--- config.mk ---
export PLATFORM = sky130hd
export DESIGN_NAME = timer_prescaler_reload_solver_top
export DESIGN_NICKNAME = d
export VERILOG_FILES = /design/src/hdl/trps_pkg.sv /design/src/hdl/timer_prescaler_reload_solver_top.sv /design/src/hdl/trps_divider.sv
export SDC_FILE = /design/constraint.sdc
export NUM_CORES = 1
export LEC_CHECK = 0
export BUFFER_PORTS_ARGS = -buffer_cell sky130_fd_sc_hd__buf_2
export CAP_MARGIN = 5
export CORE_ASPECT_RATIO = 0.5
export CORE_MARGIN = 4
export CORE_UTILIZATION = 50
export CTS_CLUSTER_DIAMETER = 200
export DETAILED_ROUTE_END_ITERATION = 12
export PLACE_DENSITY = 0.76
export SLEW_MARGIN = 40
export SYNTH_ARGS = -nofsm -noshare
export SYNTH_HDL_FRONTEND = slang
export SYNTH_SLANG_ARGS = --single-unit
--- constraint.sdc ---
create_clock -name clk_i -period 4.7 [get_ports clk_i]
set_clock_uncertainty 0.15 [all_clocks]
set_input_delay 0.94 -clock clk_i [delete_from_list [all_inputs] [get_ports clk_i]]
set_output_delay 0.94 -clock clk_i [all_outputs]
set_load 0.005 [all_outputs]
--- src/hdl/trps_pkg.sv ---
// Shared types and constants for the timer prescaler / reload solver.
// Used by trps_divider and timer_prescaler_reload_solver_top; no dependencies.
package trps_pkg;

  // Field widths
  localparam int unsigned ClkW = 32;  // clock rate and quotient width
  localparam int unsigned PreW = 16;  // prescaler field width
  localparam int unsigned DivW = 17;  // divider counter, holds 1 .. 65537
  localparam int unsigned StepW = 5;  // division step counter, 32 steps

  // Largest reload count of the 16-bit counter
  localparam logic [ClkW-1:0] NarrowLimit = 32'h0001_0000;

  // Sequencer states
  typedef enum logic [2:0] {
    ST_IDLE  = 3'b001,
    ST_CHECK = 3'b010,
    ST_WAIT  = 3'b100
  } trps_state_e;

  // Divider result bundle
  typedef struct packed {
    logic            done;
    logic [ClkW-1:0] quotient;
    logic [ClkW-1:0] remainder;
  } trps_div_rsp_t;

endpackage

--- src/hdl/timer_prescaler_reload_solver_top.sv ---
// Top level of the timer prescaler / reload solver: candidate sequencer
// around one shared serial divider. Depends on trps_pkg and trps_divider.
//
//  channel  | ports                                          | handshake
//  ---------+------------------------------------------------+-----------------------
//  request  | clk_rate_i, tick_rate_i, wide_counter_i        | start high, busy low
//  result   | found_o, prescaler_o, reload_o                 | done_o, one cycle
//
// Each candidate divider takes one bound check, 32 divide steps and one result
// check. A word accepted while idle gives its result strobe once the k-th
// candidate fits, or once the search gives up after k candidates; k is at most
// MAX_DIVIDER. Reset leaves the block idle with busy low. The result strobe
// cannot be held off; busy is low in the strobe cycle.
module timer_prescaler_reload_solver_top #(
  parameter int unsigned MAX_DIVIDER = 65536
) (
  input  logic                            clk_i,
  input  logic                            rst_ni,
  input  logic                            start,
  output logic                            busy,
  input  logic [trps_pkg::ClkW-1:0]       clk_rate_i,
  input  logic [trps_pkg::ClkW-1:0]       tick_rate_i,
  input  logic                            wide_counter_i,
  output logic                            done_o,
  output logic                            found_o,
  output logic [trps_pkg::PreW-1:0]       prescaler_o,
  output logic [trps_pkg::ClkW-1:0]       reload_o
);

  localparam logic [trps_pkg::DivW-1:0] DivMax = trps_pkg::DivW'(MAX_DIVIDER);

  trps_pkg::trps_state_e         state_q, state_d;
  logic                          done_q, done_d;
  logic                          found_q, found_d;
  logic [trps_pkg::PreW-1:0]     pre_q, pre_d;
  logic [trps_pkg::ClkW-1:0]     rel_q, rel_d;
  logic [trps_pkg::ClkW-1:0]     clk_q, clk_d;
  logic [trps_pkg::ClkW-1:0]     freq_q, freq_d;
  logic                          wide_q, wide_d;
  logic [trps_pkg::DivW-1:0]     div_q, div_d;
  logic [trps_pkg::ClkW:0]       den_q, den_d;
  logic                          div_start;
  logic                          stop;
  logic                          exact;
  trps_pkg::trps_div_rsp_t       div_rsp;

  trps_divider u_divider (
    .clk_i      (clk_i),
    .rst_ni     (rst_ni),
    .start_i    (div_start),
    .dividend_i (clk_q),
    .divisor_i  (den_q[trps_pkg::ClkW-1:0]),
    .rsp_o      (div_rsp)
  );

  // Give up on zero frequency, a product past the clock, or no dividers left
  assign stop = (freq_q == '0) || (den_q > {1'b0, clk_q}) || (div_q > DivMax);

  // Exact quotient that fits the counter
  assign exact = (div_rsp.remainder == '0) &&
                 (wide_q || (div_rsp.quotient <= trps_pkg::NarrowLimit));

  always_comb begin
    state_d   = state_q;
    done_d    = 1'b0;
    found_d   = found_q;
    pre_d     = pre_q;
    rel_d     = rel_q;
    clk_d     = clk_q;
    freq_d    = freq_q;
    wide_d    = wide_q;
    div_d     = div_q;
    den_d     = den_q;
    div_start = 1'b0;
    case (state_q)
      trps_pkg::ST_IDLE: begin
        // take a new word, first candidate divider is one
        if (start) begin
          clk_d   = clk_rate_i;
          freq_d  = tick_rate_i;
          wide_d  = wide_counter_i;
          div_d   = trps_pkg::DivW'(1);
          den_d   = {1'b0, tick_rate_i};
          state_d = trps_pkg::ST_CHECK;
        end
      end
      trps_pkg::ST_CHECK: begin
        if (stop) begin
          done_d  = 1'b1;
          found_d = 1'b0;
          pre_d   = '0;
          rel_d   = '0;
          state_d = trps_pkg::ST_IDLE;
        end else begin
          div_start = 1'b1;
          state_d   = trps_pkg::ST_WAIT;
        end
      end
      trps_pkg::ST_WAIT: begin
        if (div_rsp.done) begin
          if (exact) begin
            done_d  = 1'b1;
            found_d = 1'b1;
            pre_d   = trps_pkg::PreW'(div_q - 1'b1);
            rel_d   = div_rsp.quotient - 1'b1;
            state_d = trps_pkg::ST_IDLE;
          end else begin
            // advance to the next divider; product stays below 2^33
            div_d   = div_q + 1'b1;
            den_d   = den_q + {1'b0, freq_q};
            state_d = trps_pkg::ST_CHECK;
          end
        end
      end
      default: begin
        state_d = trps_pkg::ST_IDLE;
      end
    endcase
  end

  always_ff @(posedge clk_i or negedge rst_ni) begin
    if (!rst_ni) begin
      state_q <= trps_pkg::ST_IDLE;
      done_q  <= 1'b0;
    end else begin
      state_q <= state_d;
      done_q  <= done_d;
    end
  end

  always_ff @(posedge clk_i) begin
    found_q <= found_d;
    pre_q   <= pre_d;
    rel_q   <= rel_d;
    clk_q   <= clk_d;
    freq_q  <= freq_d;
    wide_q  <= wide_d;
    div_q   <= div_d;
    den_q   <= den_d;
  end

  assign busy        = (state_q != trps_pkg::ST_IDLE);
  assign done_o      = done_q;
  assign found_o     = found_q;
  assign prescaler_o = pre_q;
  assign reload_o    = rel_q;

  // Result word only when the sequencer has gone back to idle
  a_done_idle: assert property (@(posedge clk_i) disable iff (!rst_ni)
    done_o |-> !busy)
    else $error("result strobe while busy");

  // An accepted word always makes the block busy
  a_accept_busy: assert property (@(posedge clk_i) disable iff (!rst_ni)
    start && !busy |=> busy && !done_o)
    else $error("accepted word did not start a search");

  // A failed search reports zero fields
  a_fail_zero: assert property (@(posedge clk_i) disable iff (!rst_ni)
    done_o && !found_o |-> prescaler_o == '0 && reload_o == '0)
    else $error("failed search left nonzero fields");

  // The divider only reports while a candidate is pending
  a_div_pending: assert property (@(posedge clk_i) disable iff (!rst_ni)
    div_rsp.done |-> state_q == trps_pkg::ST_WAIT)
    else $error("divider result outside wait state");

endmodule

--- src/hdl/trps_divider.sv ---
// Restoring radix-2 divider, one quotient bit per cycle.
// Depends on trps_pkg for widths and the result struct.
module trps_divider (
  input  logic                                clk_i,
  input  logic                                rst_ni,
  input  logic                                start_i,
  input  logic [trps_pkg::ClkW-1:0]           dividend_i,
  input  logic [trps_pkg::ClkW-1:0]           divisor_i,
  output trps_pkg::trps_div_rsp_t             rsp_o
);

  logic                          busy_q, busy_d;
  logic                          done_q, done_d;
  logic [trps_pkg::StepW-1:0]    cnt_q, cnt_d;
  logic [trps_pkg::ClkW-1:0]     rem_q, rem_d;
  logic [trps_pkg::ClkW-1:0]     quo_q, quo_d;
  logic [trps_pkg::ClkW-1:0]     dvs_q, dvs_d;
  logic [trps_pkg::ClkW:0]       trial;
  logic [trps_pkg::ClkW:0]       diff;

  // Shift in the next dividend bit and try the subtract
  assign trial = {rem_q, quo_q[trps_pkg::ClkW-1]};
  assign diff  = trial - {1'b0, dvs_q};

  always_comb begin
    busy_d = busy_q;
    done_d = 1'b0;
    cnt_d  = cnt_q;
    rem_d  = rem_q;
    quo_d  = quo_q;
    dvs_d  = dvs_q;
    if (start_i) begin
      // load a fresh word
      busy_d = 1'b1;
      cnt_d  = '0;
      rem_d  = '0;
      quo_d  = dividend_i;
      dvs_d  = divisor_i;
    end else if (busy_q) begin
      // advance one quotient bit
      if (!diff[trps_pkg::ClkW]) begin
        rem_d = diff[trps_pkg::ClkW-1:0];
        quo_d = {quo_q[trps_pkg::ClkW-2:0], 1'b1};
      end else begin
        rem_d = trial[trps_pkg::ClkW-1:0];
        quo_d = {quo_q[trps_pkg::ClkW-2:0], 1'b0};
      end
      cnt_d = cnt_q + 1'b1;
      if (cnt_q == '1) begin
        busy_d = 1'b0;
        done_d = 1'b1;
      end
    end
  end

  always_ff @(posedge clk_i or negedge rst_ni) begin
    if (!rst_ni) begin
      busy_q <= 1'b0;
      done_q <= 1'b0;
      cnt_q  <= '0;
    end else begin
      busy_q <= busy_d;
      done_q <= done_d;
      cnt_q  <= cnt_d;
    end
  end

  always_ff @(posedge clk_i) begin
    rem_q <= rem_d;
    quo_q <= quo_d;
    dvs_q <= dvs_d;
  end

  assign rsp_o.done      = done_q;
  assign rsp_o.quotient  = quo_q;
  assign rsp_o.remainder = rem_q;

  // A new word is only loaded while the unit is free
  a_start_when_free: assert property (@(posedge clk_i) disable iff (!rst_ni)
    start_i |-> !busy_q)
    else $error("divider restarted mid-word");

  // Completion follows the last step and leaves the unit free
  a_done_frees: assert property (@(posedge clk_i) disable iff (!rst_ni)
    done_q |-> !busy_q && $past(busy_q))
    else $error("divider done without a running word");

endmodule
# Word level (Yosys, flattened, before mapping)
# Index checks and enable logic that the tools add are counted.
classes:
  n_addsub: 6
  magnitude_cmp: 3
  eq_ne: 10
  mux: 43
  n_reduce_logical: 13
op_table:
  columns: ["cell", "count"]
  rows:
  - ["32-bit two-way mux", 6]
  - ["33-bit two-way mux", 3]
  - ["33-bit case mux with 2 select lines", 1]
  - ["32-bit zero test", 2]
  - ["32-bit case mux with 2 select lines", 1]
  - ["17-bit two-way mux", 3]
  - ["16-bit two-way mux", 3]
  - ["17-bit case mux with 2 select lines", 1]
  - ["33-bit by 32-bit adder with 33-bit output", 1]
  - ["33-bit by 32-bit greater-than comparator with 1-bit output", 1]
  - ["33-bit by 32-bit subtractor with 33-bit output", 1]
  - ["32-bit by 17-bit less-or-equal comparator with 1-bit output (second input constant)", 1]
  - ["16-bit case mux with 2 select lines", 1]
  - ["32-bit by 1-bit subtractor with 32-bit output (second input constant)", 1]
  - ["17-bit by 1-bit adder with 17-bit output (second input constant)", 1]
  - ["17-bit greater-than comparator (second input constant)", 1]
  - ["16-bit by 1-bit subtractor with 16-bit output (second input constant)", 1]
  - ["1-bit two-way mux", 15]
  - ["5-bit two-way mux", 2]
  - ["3-bit two-way mux", 3]
  - ["3-bit case mux with 3 select lines", 1]
  - ["2-bit inequality test (second input constant)", 4]
  - ["4-bit AND reduction", 2]
  - ["2-bit nonzero test", 3]
  - ["12 further kinds", 16]
word_totals:
  regBits: 271
  in_bits: 68
  out_inout_bits: 51
  word_cells: 91

# Depth between registers and ports, before layout
logic_depth:
  word_depth: 6
  ltp_mapped: 14
  mapped_depth_nobuf: 12

# Hierarchy
# From an unflattened synthesis, not the netlist that was laid out.
unflattened:
  hier_cells: 1386
  area_unflattened_um2: 15125.8
by_module_without_submodules:
  columns: ["mod", "n_inst", "cells_each", "area_per_inst_um2", "seq_area_each_um2"]
  rows:
  - ["timer_prescaler_reload_solver_top", 1, 857, 9350.2, 5026.1]
  - ["trps_divider", 1, 529, 5775.5, 2737.6]

# Worst setup path after synthesis
# No wires, ideal clock.
synth_path:
  kind: "register to register"
  startpoint: "reg u_divider.quo_q[6] (netlist bit)"
  endpoint: "reg found_q (netlist: found_o) (enable)"
  setup_ns: 0.473
  arrival_time_ns: 4.479
  t_required_ns: 4.077
  path_slack_ns: -0.402
  path_stages_with_launch: 8
  path_buffers: 0
  period_less_slack_ns: 5.102
  cell_sequence: "edfxtp_1 -> or4_4 -> nor4_4 -> nand4_1 -> nand2_1 -> a31oi_1 -> or4_1 -> o22ai_1"
synth_between:
  elab_chain_cells: 5
synth_rtl:
  columns: ["element", "line", "text"]
  rows:
  - ["start: declaration", "trps_divider.sv:16", "logic [trps_pkg::ClkW-1:0] quo_q, quo_d;"]
  - ["start signal: assignment", "trps_divider.sv:70", "quo_q <= quo_d;"]
  - ["32-bit by 17-bit less-or-equal comparator with 1-bit output", "timer_prescaler_reload_solver_top.sv:61", "(wide_q || (div_rsp.quotient <= trps_pkg::NarrowLimit));"]
  - ["1-bit logical OR", "timer_prescaler_reload_solver_top.sv:61", null]
  - ["1-bit logical AND", "timer_prescaler_reload_solver_top.sv:60", "assign exact = (div_rsp.remainder == '0) &&"]
  - ["2-bit inequality test (no line)", null, null]
  - ["4-bit AND reduction (no line)", null, null]
  - ["end signal: assignment", "timer_prescaler_reload_solver_top.sv:132", "found_q <= found_d;"]
  - ["end: declaration", "timer_prescaler_reload_solver_top.sv:34", "logic found_q, found_d;"]
# No other way between the ends.
# A chain may end at the register's enable or synchronous reset.

# Worst setup path after layout
layout_path:
  startpoint: "reg div_q[4] (netlist bit)"
  endpoint: "reg u_divider.quo_q[23] (netlist bit), data pin"
layout_between:
  elab_chain_cells: 5
layout_rtl:
  columns: ["element", "line", "text"]
  rows:
  - ["start: declaration", "timer_prescaler_reload_solver_top.sv:40", "logic [trps_pkg::DivW-1:0] div_q, div_d;"]
  - ["start signal: assignment", "timer_prescaler_reload_solver_top.sv:138", "div_q <= div_d;"]
  - ["17-bit greater-than comparator", "timer_prescaler_reload_solver_top.sv:57", "assign stop = (freq_q == '0) || (den_q > {1'b0, clk_q}) || (div_q > DivMax);"]
  - ["1-bit logical OR", "timer_prescaler_reload_solver_top.sv:57", null]
  - ["1-bit two-way mux", "timer_prescaler_reload_solver_top.sv:88", "if (stop) begin"]
  - ["1-bit two-way mux", "timer_prescaler_reload_solver_top.sv:75", "case (state_q)"]
  - ["32-bit two-way mux", "trps_divider.sv:32", "if (start_i) begin"]
  - ["net u_divider.quo_d (one bit)", "trps_divider.sv:16", null]
# The timed path passes the listed nets, and every way through them passes these cells.

==> results by group <==
Routing
  • WL final: 37,900 um
  • Vias/cell: 5.90
  • Residual DRC count: 0
  • Routed Antenna Nets: 0
  • DR pass1 iterations: 7
  • Routed length per instance: 19.7 um
  • Vias: 11.3k
  • 1st-iter DRT viols: roughly 1.1k

Power and ir drop
  • Peak supply drop: 0.000381 V
  • Design Power: 0.0119 W
  • PwrDens: 689 nW/um^2
  • Static leakage: 7.01 nW

Layout
  • Layout net count: ~1.7k
  • Share of cells above drive strength 1: approximately 15%
  • Fin util: approximately 57%
  • Antenna fix cells: 0
  • Area Growth Syn to Fin: 12.5%

Logic synthesis
  • Seq/Total Area, Yosys: approximately half
  • Syn Nets: 1,570
  • Main synth FF type: edfxtp_1
  • Post-synthesis cell count: 1,397
  • Largest family of logic cells by synthesized area: compound AO/OA/AOI/OAI gates
  • Post-Syn Area: 15,400 um^2
  • Complex-gate fraction of the synthesized area: between 10 and 15%
  • Post-synthesis area per instance: about 11 um^2
  • Post-synth ARST share: ~4.1%
  • Mux cell area share after synthesis: under 10%
  • Synth unique cells: 84
  • Synth Area in Simple Gates: 13.3%
  • Post-synthesis xor/xnor area fraction: about 5.4%
  • Synth Register Bits: 271
  • Adder-cell share of the synthesized area: 8.65%
  • Post-synth EDFFs: approximately 230
  • Synth warn: 0

Global routing
  • Largest net degree at the start of global routing: 70
  • Vias in the first global route: ~11k
  • Initial antenna violation count: 1
  • First-pass GRT wire length: 59,900 um
  • GRT overflow: 0
  • Overall Global Routing Usage: 21.8%

Timing
  • Final hold vios: 0
  • Setup ws final: 623 ps
  • Max-slew headroom: 47.7%
  • Max Freq: 245 MHz
  • RSZ-0062 raised after global routing: no
  • Final period util: 86.7%
  • Final setup viols: 0
  • Slew @ Worst Pin: just under 800 ps
  • Period minus WS final: ~4100 ps
  • Worst hold margin: a little over 100 ps
  • Final setup TNS: 0 ps
  • Final Slew Violations: 0

Clock network
  • # Post-CTS Setup Buffers: 0
  • Max Root-Sink Buffers: 3
  • H-Tree Depth: 1
  • Reg clk slew, reported paths: 70 ps
  • Clock latency at the later pin of the worst-skew pair: around 550 ps
  • PostCTS Resize Cnt: 0
  • Clock Tree Root: clkbuf_16
  • Clock sink count: 271
  • Cts hold-fix bufs: 0
  • TritonCTS clock tree: yes
  • TritonCTS Buffers: 26

Critical path
  • Worst EP arrival: 4220 ps
  • Critical path type: flip-flop to flip-flop
  • Startpoint Class: flip-flop
  • CP Capture Type: flip-flop
  • Crit path launch: div_q[4]$_SDFFCE_PN0P_
  • Crit path max fanout: 34
  • CP required: 4840 ps
  • Reg2reg start: div_q[4]$_SDFFCE_PN0P_

Die
  • Die height: ~130 um
  • Top-level I/O count: 119
  • Starting Density: 50.7%
  • Die Span X: 256 um
  • DIE AREA: 33,800 um^2
  • CORE AREA: roughly 30,000 um^2
  • Standard-cell rows: between 40 and 50

Hold path
  • Worst Hold Class: input port to asynchronous set/reset pin

Run
  • Max cap viols: 0

Place
  • IO buf count: 118
  • GP Congestion: just over 0.9
  • Setup WS pre-CTS: 682 ps
  • HPWL after DPL: 27,800 um

Run status
  • Status: finished clean
-- cells in the mapped netlist, types with 10 or more instances --
cell type / count / share of area, %
mux2_2: 28 / 2.1
nor2_1: 119 / 2.9
a31oi_1: 10 / 0.41
nand2_1: 93 / 2.3
and2_1: 10 / 0.41
o21ai_0: 61 / 2.0
dfxtp_1: 32 / 4.2
nand3_1: 19 / 0.62
or3_1: 15 / 0.61
a21o_1: 53 / 2.6
xnor2_1: 51 / 2.9
nor3_1: 24 / 0.78
dfrtp_1: 10 / 1.6
nand2b_1: 12 / 0.49
nor4_1: 24 / 0.98
a211oi_1: 42 / 2.1
mux2i_1: 32 / 2.1
edfxtp_1: 228 / 45
nand4_1: 27 / 1.1
inv_1: 94 / 2.3
ha_1: 103 / 8.4
xor2_1: 43 / 2.5
clkbuf_1: 31 / 0.76
a21oi_1: 76 / 2.5
-- kinds of logic (layout without fill, tap and decap cells) --
family | count (synthesis) | count (layout)
DFF | 271 | 271
buffers and inverters | 146 | 273
adders and majority gates | 105 | 105
and+or+nand+nor | 399 | 399
muxes | 64 | 64
AOI/OAI and AO/OA | 318 | 318
xor gates and xnor gates | 94 | 94
-- critical path, stage by stage, from the launching register on --
cell and delay [ps]:
edfxtp_1 490, nor4_1 680, nand4b_1 230, o21ai_1 300, o21ai_0 170, a21oi_1 390, and3_4 530, buf_4 470
mux2_2 400
-- layout make-up --
type | count | area, um^2
clock inverters | 13 | 143
clock buffers | 35 | 781
flip-flops and latches | 271 | 7760
inverters | 96 | 360
fillers | 2482 | 13000
repair buffers | 129 | 698
multi-input cells | 980 | 7030
well taps | 399 | 499
-- stage by stage --
step                      area [um^2]  cells
after floorplan                 15400   1397
after global placement          16300   1874
after detailed placement        16400   1875
after CTS                       17300   1923
after global routing            17300   1923
final                           17300   1923
-- metal layers --
metal / GRT usage, % / up-vias / share of wire (%)
li1: - / 5410 / -
met1: 30.3 / 5535 / 44
met2: 35.3 / 321 / 46
met3: 3.51 / 82 / 6.3
met4: 7.15 / 0 / 3.5
met5: 0 / - / 0
-- power breakdown --
part | internal, W | switching [W]
sequential | 0.00366 | 0.000829
clock | 0.00133 | 0.000933
combinational | 0.00223 | 0.00293
total | 0.00722 | 0.00469
-- placed cells by master (no fill, tap or decap), drive strengths merged, types with 11 or more instances in the layout --
cell type,synthesis,routed
nand3,20,20
nor2,119,119
a31oi,11,11
ha,103,103
edfxtp,228,228
mux2i,32,32
clkbuf,32,35
nand2b,12,12
nor4,28,28
nand4,27,27
and2,11,11
xor2,43,43
a21o,54,54
nor3,27,27
nand2,93,93
o21ai,63,63
xnor2,51,51
dfxtp,32,32
mux2,32,32
a211oi,42,42
inv,94,95
a21oi,76,76
or3,16,16
buf,18,129
-- worst paths after layout --
check                                           endpoint  slack [ps]  cells past startpoint
setup / recovery           u_divider.quo_q[23]$_DFFE_PP_         620                      8
min in group clk_i         u_divider.dvs_q[22]$_DFFE_PP_         350                      0
setup reg to reg           u_divider.quo_q[23]$_DFFE_PP_         620                      8
hold reg to reg            u_divider.dvs_q[22]$_DFFE_PP_         350                      0
max in group asynchronous         state_q[0]$_DFFE_PN1P_        4030                      1
hold / removal                    state_q[1]$_DFFE_PN0P_         100                      1
-- sequential cells by signal, indices dropped and copies added (netlist names) --
register and flops:
den_q 33, clk_q 32, freq_q 32, reload_o 32, u_divider.dvs_q 32, u_divider.quo_q 32, u_divider.rem_q 32, div_q 17
prescaler_o 16, u_divider.cnt_q 5, state_q 3, done_o 1, found_o 1, u_divider.busy_q 1, u_divider.done_q 1, wide_q 1
Power figures use the tool's default switching activity.
